===== config.mk =====
export PLATFORM = sky130hd
export DESIGN_NAME = lwmv_window
export DESIGN_NICKNAME = d
export VERILOG_FILES = /design/src/lwmv_pkg.sv /design/src/lwmv_window.sv
export SDC_FILE = /design/constraint.sdc
export NUM_CORES = 2
export LEC_CHECK = 0
export ABC_AREA = 1
export BUFFER_PORTS_ARGS = -buffer_cell sky130_fd_sc_hd__buf_2
export CORE_MARGIN = 2
export CORE_UTILIZATION = 46
export DETAILED_ROUTE_END_ITERATION = 10
export PLACE_DENSITY = 0.67
export SYNTH_ARGS = -nofsm -noshare
export SYNTH_HDL_FRONTEND = slang
export SYNTH_SLANG_ARGS = --single-unit

===== constraint.sdc =====
create_clock -name clk -period 5.66 [get_ports clk]
set_clock_uncertainty 0.15 [all_clocks]
set_input_delay 1.132 -clock clk [delete_from_list [all_inputs] [get_ports clk]]
set_output_delay 1.132 -clock clk [all_outputs]
set_load 0.005 [all_outputs]

===== src/lwmv_pkg.sv =====
package lwmv_pkg;

	localparam int WIN_DEPTH = 128;
	localparam int AW        = $clog2(WIN_DEPTH);
	localparam int CW        = $clog2(WIN_DEPTH + 1);
	localparam int LAT_W     = 16;
	localparam int TIME_W    = 32;
	localparam int FRAC_W    = 8;
	localparam int SUM_W     = LAT_W + CW;
	localparam int SQ_W      = 2 * LAT_W + CW;
	localparam int NUM_W     = SQ_W + CW;
	localparam int DVD_W     = NUM_W + FRAC_W;
	localparam int DVS_W     = 2 * CW;
	localparam int DCNT_W    = $clog2(DVD_W + 1);
	localparam int CNTO_W    = 8;
	localparam int MEAN_W    = 24;
	localparam int VAR_W     = 40;

	typedef enum logic [2:0] {
		ST_IDLE,
		ST_SWEEP,
		ST_MUL,
		ST_DIVM,
		ST_DIVV,
		ST_OUT
	} state_t;

	typedef enum logic {
		OP_START = 1'b0,
		OP_DONE  = 1'b1
	} op_t;

	typedef struct packed {
		logic             start;
		logic [DVD_W-1:0] dividend;
		logic [DVS_W-1:0] divisor;
	} div_req_t;

	typedef struct packed {
		logic             busy;
		logic             done;
		logic [DVD_W-1:0] quot;
	} div_rsp_t;

	typedef struct packed {
		logic             en;
		logic [AW-1:0]    addr;
		logic [LAT_W-1:0] data;
	} win_wr_t;

endpackage


===== src/lwmv_window.sv =====
module lwmv_window
	import lwmv_pkg::*;
(
	input  logic             clk,
	input  win_wr_t          wr,
	input  logic             rd_en,
	input  logic [AW-1:0]    rd_addr,
	output logic [LAT_W-1:0] rd_data
);

	logic [LAT_W-1:0] mem [WIN_DEPTH];

	always_ff @(posedge clk) begin
		if (wr.en) begin
			mem[wr.addr] <= wr.data;
		end
	end

	always_ff @(posedge clk) begin
		if (rd_en) begin
			rd_data <= mem[rd_addr];
		end
	end

endmodule


==> flow_summary.toml <==
[status]
status = "finished, final reports clean"

[place]
gp_congestion = 0.846
io_buffer_count = 48
dp_hpwl_um = 125000
place_area_mm2 = 0.0858

[clock_network]
clk-insertion-delay-late_ps = 850
cts_hold_repair.buffers = 0
cts_buffer_depth = 3
cts_tree = "yes"
cts-htree-levels = 4
clk_pin_slew_ps = 60
root_buffer = "clkbuf_16"
cts_sinks = 2064
post_cts_buffers = 0
cts_made_buffers = 200
post_cts_resized = 0

[critical_path]
critical_path.slowest_cell = "buf_12"
cp_cell_sequence = "buf_8, buf_12, buf_4, nand2_1, nand3_1, nand3_1, nand3_1, nand3_1, nand3_1, nand3_1, nand2_1"
worstSetupPathType = "in -> reg"
cp_max_fo = 123
rr_worst_depth = 8
cp_common_cell = "nand3_1"
cp-end-kind = "flip-flop"
arrival_ps = 4280
critPathLaunchType = "primary input"
slowest_delay_ps = 480
required_ps = 6180

[run]
maxCapViolations = 0

[yosys]
syn-num-nets = 6826
synth_top_cell_by_area = "edfxtp_1"
syn_inst = 6793
synth_top_area_share_pct = 74.7
synth-seq-cells = 2064
synth_area_mm2 = 0.0830
yosysWarnings = 0
synth.distinct_cells = 14
ys_top_cells_by_area = "edfxtp_1 75%, nand3_1 12%, nand2_1 9.4%, buf_2 1.5%, nor2_1 0.61%"
avgSynthCellArea_um2 = 12.2
yosysSeqAreaShare_pct = 74.7

[power]
peakVddDrop_mv = 0.244
p_leak_uw = 0.0321
p_per_area_mw_per_mm2 = 346

[routing]
drc = 0
drtPass1Iterations = 6
ant_nets = 0
post_drt_wl_per_cell_um = 24.4
first_iter_violations = 7608
viasPerCell = 5.84
num_vias = 54600
finalWirelength_um = 228000

[grt]
grt_overflow = 0
grt_pass1_wl_um = 335000
grt_max_degree = 180
track_usage_pct = 24.3
use_met1_pct = 34.3
met2_usage_pct = 37.2
top_usage_layer = "met2"
grt_use_met3_pct = 4.18
first_global_vias = 50800
grt_antenna_before_repair = 12

[sta]
drv_slew = 0
fin_crit_sh_pct = 66.3
tightest_slew_ps = 1430
setup_viol = 0
rsz0062_at_grt = "false"
slew_headroom_pct = 4.61
min_period_ps = 3750
tns_ps = 0
fmax_ghz = 0.266
hold_violations = 0

[floorplanning]
core-area_mm2 = 0.179
io_pins = 49
dieArea_mm2 = 0.184
die_w_um = 429
rows = 155
die_y_um = 429
initial_core_util_pct = 46.4

[layout]
layout_common_cells = "2,085 x nand2_1, 2,064 x edfxtp_1, 2,019 x nand3_1"
final_cell_area_mm2 = 0.0922
fin_nets = 6839
final_util_pct = 51.6
layout_commonest_cell = "nand2_1"
drive_above_1_share_pct = 7.86
area_growth_syn_to_layout_pct = 11.1

[min_path]
hold_path_depth = 1
hold_path_class = "in -> reg"
## report_power, final
group | switching [µW] | internal (µW)
logic | 1480 | 435
clock network | 5740 | 7310
registers | 24.8 | 16900
## cells in the mapped netlist, drive strengths merged
master / number
nand2: 2087
edfxtp: 2064
nand3: 2019
buf: 376
nor2: 134
clkbuf: 81
inv: 24
nor3: 8
## sequential cells by signal, indices dropped and copies added (netlist names)
| signal | count |
|---|---|
| mem | 2048 |
| rd_data | 16 |
## worst max-delay path, delay by kind of cell
kind,cells,cell delay [ps]
buffers and inverters,3,1290
and+or+nand+nor,8,1630
## cells by family (layout without fill, tap and decap cells)
| kind of cell | Yosys count | after routing | synth area share [%] |
|---|---|---|---|
| buf+inv | 481 | 661 | 3.05 |
| flops | 2064 | 2064 | 74.7 |
| simple gates | 4248 | 4248 | 22.3 |
| other cells | 0 | 7 | 0 |
## through the flow
step | total power [µW] | std cells | worst slack [ps] | hold slack [ps]
global placement | 19100 | 8959 | 1190 | 771
CTS | 32000 | 9328 | 2020 | 596
finish | 31900 | 9335 | 1910 | 627
detailed placement | 19100 | 8959 | 1150 | 779
global route | 32700 | 9334 | 1870 | 615
floorplan | 18300 | 6793 | 2670 | 680
## final cells by class
cell class / count / area, µm²
clock inverters: 118 / 1190
flip-flops and latches: 2064 / 62000
inverters: 24 / 124
well taps: 2355 / 2950
clock buffers: 251 / 5200
repair buffers: 268 / 2300
multi-input cells: 4248 / 18500
fillers: 14900 / 86600
diodes: 7 / 17.5
## layer usage
layer  routed length (µm)  part of all wire, %  vias to the layer above
met3                22500                  9.9                      449
li1                     -                    -                    24300
met2               105000                   46                     2955
met4                 9660                  4.2                        6
met1                90500                   40                    26900
met5                   30                0.013                        -
## path summary, 6_finish.rpt
path / slack (ps) / startpoint / endpoint
max: 1910 / rd_addr[0] / rd_data[1]$_DFFE_PP_
min: 630 / wr[2] / mem[107][2]$_DFFE_PP_
max reg2reg: 3240 / mem[62][2]$_DFFE_PP_ / rd_data[2]$_DFFE_PP_
min reg2reg: 790 / mem[74][10]$_DFFE_PP_ / rd_data[10]$_DFFE_PP_
No activity file was read; power rests on OpenSTA's default activity.
