--- src/lwmv_pkg.sv ---
package lwmv_pkg;

	localparam int WIN_DEPTH = 128;
	localparam int AW        = $clog2(WIN_DEPTH);
	localparam int CW        = $clog2(WIN_DEPTH + 1);
	localparam int LAT_W     = 16;
	localparam int TIME_W    = 32;
	localparam int FRAC_W    = 8;
	localparam int SUM_W     = LAT_W + CW;
	localparam int SQ_W      = 2 * LAT_W + CW;
	localparam int NUM_W     = SQ_W + CW;
	localparam int DVD_W     = NUM_W + FRAC_W;
	localparam int DVS_W     = 2 * CW;
	localparam int DCNT_W    = $clog2(DVD_W + 1);
	localparam int CNTO_W    = 8;
	localparam int MEAN_W    = 24;
	localparam int VAR_W     = 40;

	typedef enum logic [2:0] {
		ST_IDLE,
		ST_SWEEP,
		ST_MUL,
		ST_DIVM,
		ST_DIVV,
		ST_OUT
	} state_t;

	typedef enum logic {
		OP_START = 1'b0,
		OP_DONE  = 1'b1
	} op_t;

	typedef struct packed {
		logic             start;
		logic [DVD_W-1:0] dividend;
		logic [DVS_W-1:0] divisor;
	} div_req_t;

	typedef struct packed {
		logic             busy;
		logic             done;
		logic [DVD_W-1:0] quot;
	} div_rsp_t;

	typedef struct packed {
		logic             en;
		logic [AW-1:0]    addr;
		logic [LAT_W-1:0] data;
	} win_wr_t;

endpackage

--- src/lwmv_div.sv ---
module lwmv_div
	import lwmv_pkg::*;
(
	input  logic     clk,
	input  logic     arst_n,
	input  div_req_t req,
	output div_rsp_t rsp
);

	logic [DVD_W-1:0]  dvd_q;
	logic [DVS_W-1:0]  dvs_q;
	logic [DVS_W-1:0]  rem_q;
	logic [DCNT_W-1:0] cnt_q;
	logic              busy_q;
	logic              done_q;
	logic [DVS_W:0]    trial;
	logic              fits;

	// one quotient bit per cycle, dividend shifts out as quotient shifts in
	assign trial = {rem_q, dvd_q[DVD_W-1]};
	assign fits  = trial >= {1'b0, dvs_q};

	always_ff @(posedge clk or negedge arst_n) begin
		if (!arst_n) begin
			busy_q <= 1'b0;
			done_q <= 1'b0;
			cnt_q  <= '0;
		end else begin
			done_q <= 1'b0;
			if (req.start) begin
				busy_q <= 1'b1;
				cnt_q  <= DCNT_W'(DVD_W);
			end else if (busy_q) begin
				cnt_q <= cnt_q - 1'b1;
				if (cnt_q == DCNT_W'(1)) begin
					busy_q <= 1'b0;
					done_q <= 1'b1;
				end
			end
		end
	end

	always_ff @(posedge clk) begin
		if (req.start) begin
			dvd_q <= req.dividend;
			dvs_q <= req.divisor;
			rem_q <= '0;
		end else if (busy_q) begin
			rem_q <= fits ? DVS_W'(trial - {1'b0, dvs_q}) : trial[DVS_W-1:0];
			dvd_q <= {dvd_q[DVD_W-2:0], fits};
		end
	end

	assign rsp.busy = busy_q;
	assign rsp.done = done_q;
	assign rsp.quot = dvd_q;

endmodule

--- config.mk ---
export PLATFORM = sky130hd
export DESIGN_NAME = lwmv_div
export DESIGN_NICKNAME = d
export VERILOG_FILES = /design/src/lwmv_pkg.sv /design/src/lwmv_div.sv
export SDC_FILE = /design/constraint.sdc
export NUM_CORES = 1
export LEC_CHECK = 0
export BUFFER_PORTS_ARGS = -buffer_cell sky130_fd_sc_hd__buf_2
export CAP_MARGIN = 20
export CORE_MARGIN = 5
export CORE_UTILIZATION = 30
export DETAILED_ROUTE_END_ITERATION = 6
export GPL_ROUTABILITY_DRIVEN = 0
export PLACE_DENSITY = 0.56
export SYNTH_ARGS = -nofsm -noshare
export SYNTH_HDL_FRONTEND = slang
export SYNTH_SLANG_ARGS = --single-unit
--- constraint.sdc ---
create_clock -name clk -period 2.5 [get_ports clk]
set_input_delay 0.75 -clock clk [delete_from_list [all_inputs] [get_ports clk]]
set_output_delay 0.75 -clock clk [all_outputs]
set_load 0.05 [all_outputs]
==> results of run 1 <==
cell families after synthesis:
group	count (synthesis)
DFF	96
muxes	68
and+or+nand+nor	64
buffers and inverters	41
xor gates and xnor gates	16
adders and majority gates	19
AOI/OAI and AO/OA	67
sequential cells by signal, indices dropped and copies added (netlist names):
register and count:
rem_q 16, done_q 1, busy_q 1, dvd_q 56, cnt_q 6, dvs_q 16
worst min path at each step:
stage	start	end	slack, ps	depth (start not counted)
after floorplan	rem_q[10]	rem_q[10]	440	2
after global placement	rem_q[13]	rem_q[13]	470	2
after detailed placement	rem_q[10]	rem_q[10]	470	2
after CTS	arst_n	busy_q	230	1
after global routing	arst_n	busy_q	240	1
final	arst_n	busy_q	240	1
cell type report:
cell class / instances / area [sq um] / area share
clock buffer: 11 / 233 / 0.0384
clock inverter: 5 / 57.6 / 0.00950
inverter: 24 / 93.8 / 0.0155
multi-input combinational: 234 / 1960 / 0.324
sequential: 96 / 2680 / 0.443
tap: 216 / 270 / 0.0446
timing repair buffer: 140 / 761 / 0.126
power breakdown:
| part | switching, mW | internal [mW] |
|---|---|---|
| Combinational | 1.21 | 0.860 |
| Clock | 0.593 | 0.775 |
| Sequential | 0.161 | 1.98 |
| Total | 1.96 | 3.62 |
placed cells by master, fill, tap and decap left out, types with 2 or more instances in the layout:
| cell | Yosys | layout |
|---|---|---|
| and2_1 | 3 | 3 |
| edfxtp_1 | 72 | 72 |
| xnor2_1 | 13 | 13 |
| buf_2 | 2 | 131 |
| clkbuf_1 | 9 | 2 |
| a211oi_1 | 10 | 9 |
| clkbuf_16 | 0 | 9 |
| clkinvlp_4 | 0 | 3 |
| a21oi_2 | 2 | 2 |
| mux2_2 | 57 | 57 |
| nand2_1 | 16 | 16 |
| a311oi_1 | 2 | 2 |
| nor3_1 | 2 | 2 |
| inv_1 | 24 | 23 |
| ha_2 | 0 | 3 |
| mux2i_1 | 10 | 10 |
| o21ai_1 | 2 | 2 |
| o21ai_0 | 11 | 11 |
| buf_4 | 2 | 6 |
| a21oi_1 | 15 | 15 |
| dfrtp_1 | 8 | 8 |
| ha_1 | 18 | 14 |
| o21a_1 | 3 | 3 |
| o22ai_1 | 2 | 2 |
| dfxtp_1 | 16 | 16 |
| a21o_1 | 4 | 4 |
| nand2b_1 | 7 | 7 |
| o211ai_1 | 4 | 4 |
| nor2_1 | 21 | 20 |
| nand3_1 | 6 | 6 |
| buf_12 | 0 | 3 |
| a211oi_2 | 1 | 2 |
| xor2_1 | 3 | 3 |
repair_timing:
item                                   CTS  global route
setup endpoints to repair                0            12
hold buffers                             0             0
gates resized for setup                  0            10
endpoints found under the hold margin    0             0
setup buffers                            0             0
metrics by stage:
step                       util  cells
after CTS                 0.382    726
after global placement    0.363    710
after global routing      0.384    726
final                     0.384    726
after floorplan               -    371
after detailed placement  0.363    710
cells in the mapped netlist (all sizes together) (6+ instances only):
cell type	n	area, sq um
dfrtp	8	200
nor2	21	78.8
ha	18	225
a21oi	17	92.6
nand3	6	30.0
dfxtp	16	320
clkbuf	9	33.8
nand2b	7	43.8
xnor2	13	114
o21ai	14	73.8
buf	8	55.1
nand2	17	66.3
inv	24	90.1
mux2i	10	100
edfxtp	72	2160
a211oi	11	87.6
mux2	58	657
metal layers:
| metal | vias up | track usage |
|---|---|---|
| li1 | 1636 | - |
| met1 | 1556 | 0.159 |
| met2 | 117 | 0.181 |
| met3 | 13 | 0.0511 |
| met4 | 2 | 0.0538 |
| met5 | - | 0 |
critical path: stages, from the launching register on:
cell	delay, ps
edfxtp_1	340
inv_1	50
ha_2	370
nand2_2	110
o211a_1	250
o31ai_4	230
a21oi_2	70
o21ai_2	190
buf_12	160
mux2_4	300
a211oi_2	200
==> impl_metrics.csv, run 1 <==
group,metric,value,unit
placed_design,pre_cts_slack,75.3,ps
floorplanning,start_util,0.303,
logic_synthesis,synthMuxAreaShare,0.158,
clocking,htree_levels,3,
sta,slew_headroom,0.649,
placed_design,dpl_cell_area,5730,sq um
global_routing,grt_pass1_vias,3521,
floorplanning,num_rows,46,
logic_synthesis,synthXorXnorAreaFrac,0.0293,
floorplanning,fp.dieH,136,microns
logic_synthesis,synth.distinct_cells,53,
critical_path,cp-endpoint,"rem_q[0]",
sta,whs,238,ps
sta,tns,0,ps
route,drt_iter0_drc,114,
global_routing,grt-ovfl-total,0,
floorplanning,num_io_pins,133,
critical_path,cp_max_fo,8,
critical_path,r2r_slack,160,ps
placed_design,port_buffers,132,
finish,fill_cells,1569,
logic_synthesis,yosys.area_share.simple,0.0652,
logic_synthesis,ys_ff_latch,96,
critical_path,crit_path_start,"dvs_q[7]",
sta,finalMaxSlewViolations,0,
floorplanning,dieArea,18600,sq um
critical_path,cp_data_arrival_time,2600,ps
clocking,clock_sinks,96,
route,wl_met2,4890,microns
route,top_layer_used,"met5",
logic_synthesis,synth_top_family_by_area,"multiplexers",
global_routing,grt_antenna_before_repair,1,
critical_path,ff2ff_path_depth,10,
sta,fin_crit,2340,ps
sta,skew,8.81,ps
sta,fin_crit_sh,0.935,
logic_synthesis,ys_seq_area_frac,0.561,
logic_synthesis,syn_inst,371,
route,via_count,3324,
run_status,status,"finished, final reports clean",
sta,worst_pin_slew,524,ps
finish,area_growth_syn_to_layout,26.8,%
sta,setup_violations,0,
clocking,clock_latency,350,ps
placed_design,hpwl,8040,microns
clocking,cts_tree,"done",
route,firstDrtPassIters,4,
critical_path,critPathKind,"reg -> reg",
clocking,ctsRootBufferMaster,"clkbuf_16",
finish,diodes,0,
logic_synthesis,synthAdderAreaFrac,0.0513,
power_and_ir_drop,finalPower,5.58,mW
sta,rsz0062_at_grt,"no",
route,vias_per_cell,4.58,
sta,layout_setup_ws,163,ps
logic_synthesis,synth-edff-count,72,
logic_synthesis,avgSynthCellArea,12.9,sq um
global_routing,grtUsageTotal,0.123,
critical_path,reg2reg_to,"rem_q[0]",
job,drv_cap,0,
finish,final_net_count,599,
logic_synthesis,synth-compound-area-share,0.0974,
global_routing,grt_pass1_wl,17900,microns
route,detail-route-antenna-nets,0,
route,met1_length,4970,microns
sta,timing_hold_violations_final,0,
route,routed_wl,11000,microns
critical_path,required,2770,ps
logic_synthesis,syn_nets,465,
clocking,clk_pin_slew,70,ps
power_and_ir_drop,p_leak,2.49,nW
logic_synthesis,synthFlopType,"edfxtp_1",
sta,fmax,428,MHz
power_and_ir_drop,ir_drop,0.463,mV
floorplanning,coreArea,15800,sq um
route,wl_met3,969,microns
logic_synthesis,async_flop_share,0.0833,
worst_hold_path,hp-class,"in -> async",
critical_path,cp-start-kind,"flop",
route,wl_per_cell,15.2,microns
floorplanning,die_x,136,microns
clocking,clockBufferDepth,2,
finish,layout-drive-gt1-share,0.453,
power_and_ir_drop,powerDensity,921,nW/um^2
critical_path,cp-end-kind,"flop",
global_routing,grt_max_degree,70,
logic_synthesis,ys_warn_count,0,
finish,final_design_area_no_fill,6060,sq um
critical_path,crit-reg2reg-launch,"dvs_q[7]",
clocking,cts_buffers,9,
route,drc_errors,0,
logic_synthesis,netlist_area,4780,sq um
(Power assumes the default switching activity.)
==> run 2: changes to the inputs <==
- CORE_MARGIN: 5 -> unset
==> run 2 against run 1 <==
  * Die area is 11% lower
  * Setup slack got worse by 19 ps
  * Cell count shrank 0.28%
  * Worst hold slack worse by 5.7 ps
  * Sequential power about the same
  * Core utilization increased by 1.0 points
  * Routed wire length is 1.7% lower
  * Sequential cell count did not move
  * Sequential share of layout area did not move
  * First-iteration DRC count is 35% higher
  * Via count grew 0.87%
  * Non-clock buffer count is 3 higher
==> impl_metrics.csv, run 2 (synthesized netlist as in run 1, its figures left out) <==
group,metric,value,unit
run_status,status,"finished, final reports clean",
route,detail-route-antenna-nets,0,
critical_path,cp_max_fo,6,
sta,whs,232,ps
global_routing,grtUsageTotal,0.140,
power_and_ir_drop,sw_frac_of_total,0.367,
sta,fin_crit_sh,0.942,
floorplanning,start_util,0.311,
power_and_ir_drop,p_int,3.52,mW
clocking,clk_pin_slew,70,ps
sta,skew,9.72,ps
global_routing,grt_max_degree,56,
route,vias_per_cell,4.63,
critical_path,critPathSlowestCell,"ha_1",
global_routing,grt-busiest-layer,"met2",
finish,diodes,0,
global_routing,met1_usage,0.168,
sta,worst_pin_slew,579,ps
clocking,ctsRootBufferMaster,"clkbuf_16",
floorplanning,num_io_pins,133,
critical_path,max_stage_delay,370,ps
clocking,htree_levels,3,
clocking,cts_tree,"done",
sta,tns,0,ps
sta,fin_crit,2360,ps
sta,finalMaxSlewViolations,0,
critical_path,path_cells,"inv_1 > ha_1 > nand2_2 > o211a_1 > o31ai_4 > a21oi_2 > o21ai_2 > buf_4 > mux2_4 > a211oi_2",
critical_path,required,2770,ps
global_routing,grt-ovfl-total,0,
finish,mostFrequentLayoutCell,"buf_2",
global_routing,grt_antenna_before_repair,0,
power_and_ir_drop,p_leak,2.52,nW
clocking,cts_buffers,9,
critical_path,cp_data_arrival_time,2630,ps
route,via_count,3353,
route,drt_iter0_drc,154,
sta,slew_headroom,0.612,
power_and_ir_drop,pwr-share-clk,0.244,
sta,timing_hold_violations_final,0,
floorplanning,dieArea,16400,sq um
floorplanning,coreArea,15400,sq um
route,firstDrtPassIters,4,
floorplanning,fp.dieH,128,microns
power_and_ir_drop,power_switching,2.04,mW
global_routing,met3_usage,0.0555,
finish,final_net_count,602,
power_and_ir_drop,finalPower,5.56,mW
critical_path,cp-end-kind,"flop",
global_routing,grt_pass1_vias,3423,
route,drc_errors,0,
placed_design,hpwl,7890,microns
worst_hold_path,hp-class,"in -> async",
finish,layout_common_cells,"buf_2 (131), edfxtp_1 (72), mux2_2 (57)",
finish,layout-drive-gt1-share,0.456,
power_and_ir_drop,pwr-share-seq,0.385,
floorplanning,die_x,128,microns
route,routed_wl,10900,microns
placed_design,port_buffers,132,
clocking,clock_latency,350,ps
critical_path,cp-start-kind,"flop",
sta,rsz0062_at_grt,"no",
finish,largest_reg_flops,56,
power_and_ir_drop,combinationalPowerShare,0.370,
global_routing,use_met2,0.226,
finish,largestRegisters,"dvd_q (56), dvs_q (16), rem_q (16)",
finish,fill_cells,1528,
route,wl_per_cell,15.0,microns
sta,setup_violations,0,
power_and_ir_drop,ir_drop,0.454,mV
floorplanning,num_rows,45,
finish,area_growth_syn_to_layout,26.8,%
critical_path,critPathKind,"reg -> reg",
global_routing,grt_pass1_wl,17600,microns
clocking,ctsHoldBuffers,0,
sta,fmax,425,MHz
power_and_ir_drop,powerDensity,917,nW/um^2
clocking,clockBufferDepth,2,
job,drv_cap,0,
clocking,clock_sinks,96,
finish,regMostFlops,"dvd_q",
-- run 2: area by class of cell --
type	count	area, sq um	share of cell area
well taps	211	264	0.0436
inverters	24	93.8	0.0155
clock buffers	10	229	0.0378
flip-flops and latches	96	2680	0.443
multi-input cells	234	1950	0.321
clock inverters	6	60.1	0.00991
repair buffers	143	783	0.129
-- run 2: per-layer routing --
layer / vias to the layer above / part of all wire
li1: 1641 / -
met2: 125 / 0.47
met5: - / 0
met4: 0 / 0.013
met3: 8 / 0.079
met1: 1579 / 0.43
-- run 2: power groups by stage --
stage	Combinational, mW	Clock [mW]	Sequential, mW
6_report	2.06	1.36	2.14
5_1_grt	2.25	1.46	2.17
3_5_place_dp	2.04	0	2.17
2_1_floorplan	1.22	0	2.53
4_1_cts	2.05	1.42	2.14
3_3_place_gp	2.02	0	2.17
-- run 2: path summary, 6_finish.rpt --
check                          start         to  slack, ps  depth (start not counted)
max in group asynchronous     arst_n   cnt_q[1]       2100                          1
hold reg to reg            rem_q[10]  rem_q[10]        480                          2
min in group clk           rem_q[10]  rem_q[10]        480                          2
setup reg to reg            dvs_q[8]   rem_q[0]        140                         10
setup / recovery            dvs_q[8]   rem_q[0]        140                         10
hold / removal                arst_n   cnt_q[3]        230                          1
-- run 2: critical path, delay by kind of cell (launching register included) --
kind | cells | cell delay [ps]
mux | 1 | 300
flops | 1 | 330
simple gates | 1 | 120
buf+inv | 2 | 210
compound gates | 5 | 940
fa+ha+maj | 1 | 370
-- run 2: metrics by stage --
step	cell area [sq um]	utilization	instances	setup WS (ps)
2_1_floorplan	4790	-	371	1.25
3_3_place_gp	5750	0.374	708	185
3_5_place_dp	5750	0.374	708	85.7
4_1_cts	6030	0.393	724	48.2
5_1_grt	6060	0.394	724	17.7
6_report	6060	0.394	724	145
-- run 2: timing repair --
action,in CTS,in global routing
buffers inserted,0,0
setup endpoints to repair,0,8
resized for setup,0,7
==> run 3: changes to the inputs <==
- RECOVER_POWER: unset -> 50
==> run 3 against run 2 <==
  * Sequential power barely moved
  * Cell count stayed put
  * Clock power about the same
  * Largest cell class unchanged
  * Sequential share of layout area increased by 0.073 points
  * Maximum frequency about the same
  * First-iteration DRC count increased by 7.1%
  * Core utilization fell by 0.065 points
  * Setup slack got worse by 0.67 ps
  * Worst hold slack gained 80 ps
  * Total power is essentially flat
==> impl_metrics.csv, run 3 (synthesized netlist as in run 1, its figures left out) <==
group,metric,value,unit
clocking,clock_latency,360,ps
finish,largestRegisters,"dvd_q (56), dvs_q (16), rem_q (16)",
clocking,clock_sinks,96,
finish,largest_reg_flops,56,
critical_path,max_stage_delay,370,ps
global_routing,grt_pass1_vias,3423,
clocking,ctsHoldBuffers,0,
floorplanning,coreArea,15400,sq um
global_routing,grt_max_degree,56,
sta,fin_crit_sh,0.942,
critical_path,cp_max_fo,6,
clocking,htree_levels,3,
critical_path,required,2770,ps
critical_path,cp_data_arrival_time,2630,ps
sta,rsz0062_at_grt,"no",
run_status,status,"finished, final reports clean",
global_routing,grt-ovfl-total,0,
critical_path,crit-reg2reg-launch,"dvs_q[8]",
clocking,postCtsResizedCells,0,
placed_design,pre_cts_slack,85.7,ps
critical_path,crit_path_start,"dvs_q[8]",
finish,final_net_count,602,
floorplanning,num_io_pins,133,
critical_path,path_cells,"inv_1 > ha_1 > nand2_2 > o211a_1 > o31ai_4 > a21oi_2 > o21ai_2 > buf_4 > mux2_4 > a211oi_2",
worst_hold_path,hp-class,"in -> async",
finish,mostFrequentLayoutCell,"buf_2",
route,vias_per_cell,4.63,
floorplanning,dieArea,16400,sq um
sta,fmax,424,MHz
route,routed_wl,10900,microns
finish,regMostFlops,"dvd_q",
power_and_ir_drop,powerDensity,918,nW/um^2
finish,layout_common_cells,"buf_2 (130), edfxtp_1 (72), mux2_2 (57)",
sta,worst_pin_slew,1080,ps
sta,finalMaxSlewViolations,0,
route,via_count,3349,
critical_path,cp-end-kind,"flop",
clocking,clockBufferDepth,2,
clocking,ctsRootBufferMaster,"clkbuf_16",
floorplanning,die_x,128,microns
job,drv_cap,0,
placed_design,port_buffers,132,
sta,tns,0,ps
finish,fill_cells,1528,
floorplanning,start_util,0.311,
finish,diodes,0,
route,wl_per_cell,15.0,microns
sta,fin_crit,2360,ps
power_and_ir_drop,finalPower,5.56,mW
power_and_ir_drop,ir_drop,0.454,mV
sta,skew,10.0,ps
clocking,clk_pin_slew,70,ps
route,detail-route-antenna-nets,0,
clocking,cts_setup_buffers,0,
global_routing,grtUsageTotal,0.140,
finish,final_design_area_no_fill,6050,sq um
placed_design,dpl_cell_area,5750,sq um
sta,layout_setup_ws,144,ps
placed_design,hpwl,7890,microns
sta,setup_violations,0,
route,firstDrtPassIters,4,
power_and_ir_drop,p_leak,2.51,nW
route,drc_errors,0,
finish,layout-drive-gt1-share,0.450,
global_routing,grt_antenna_before_repair,0,
floorplanning,fp.dieH,128,microns
global_routing,grt_pass1_wl,17600,microns
sta,timing_hold_violations_final,0,
critical_path,critPathSlowestCell,"ha_1",
clocking,cts_tree,"done",
finish,area_growth_syn_to_layout,26.6,%
clocking,cts_buffers,9,
floorplanning,num_rows,45,
route,drt_iter0_drc,165,
critical_path,critPathKind,"reg -> reg",
critical_path,cp-start-kind,"flop",
sta,slew_headroom,0.280,
## run 3: power by group
group,internal (mW),switching (mW)
clock,0.699,0.658
sequential,1.98,0.160
combinational,0.835,1.22
total,3.52,2.04
## run 3: final cells by class
cell class / count / area (sq um) / area share
clock buffer: 10 / 229 / 0.0378
clock inverter: 6 / 60.1 / 0.00993
inverter: 24 / 91.3 / 0.0151
multi-input combinational: 234 / 1950 / 0.322
sequential: 96 / 2680 / 0.443
tap: 211 / 264 / 0.0436
timing repair buffer: 143 / 778 / 0.129
## run 3: worst paths after layout
| kind | to | slack [ps] | cells past startpoint |
|---|---|---|---|
| setup / recovery | rem_q[0] | 140 | 10 |
| hold / removal | cnt_q[3] | 310 | 1 |
| setup reg to reg | rem_q[0] | 140 | 10 |
| hold reg to reg | rem_q[10] | 480 | 2 |
| max in group asynchronous | cnt_q[1] | 1880 | 1 |
| min in group clk | rem_q[10] | 480 | 2 |
## run 3: critical path, delay by kind of cell (launching register included)
family                   cells  cell delay, ps
flip-flops                   1             330
AO/OA/AOI/OAI                5             940
multiplexers                 1             300
AND/OR/NAND/NOR              1             120
buffers and inverters        2             210
adder cells (fa/ha/maj)      1             370
## run 3: layer usage
layer	up-vias	global-route usage	share of wire
met3	8	0.0555	0.079
met1	1579	0.168	0.43
met4	0	0.0505	0.013
met5	-	0	0
met2	121	0.226	0.47
li1	1641	-	-
## run 3: stage by stage
step	hold slack (ps)	utilization	cells
floorplan	444	-	371
global placement	464	0.374	708
detailed placement	469	0.374	708
CTS	220	0.393	724
global route	332	0.394	724
finish	312	0.394	724
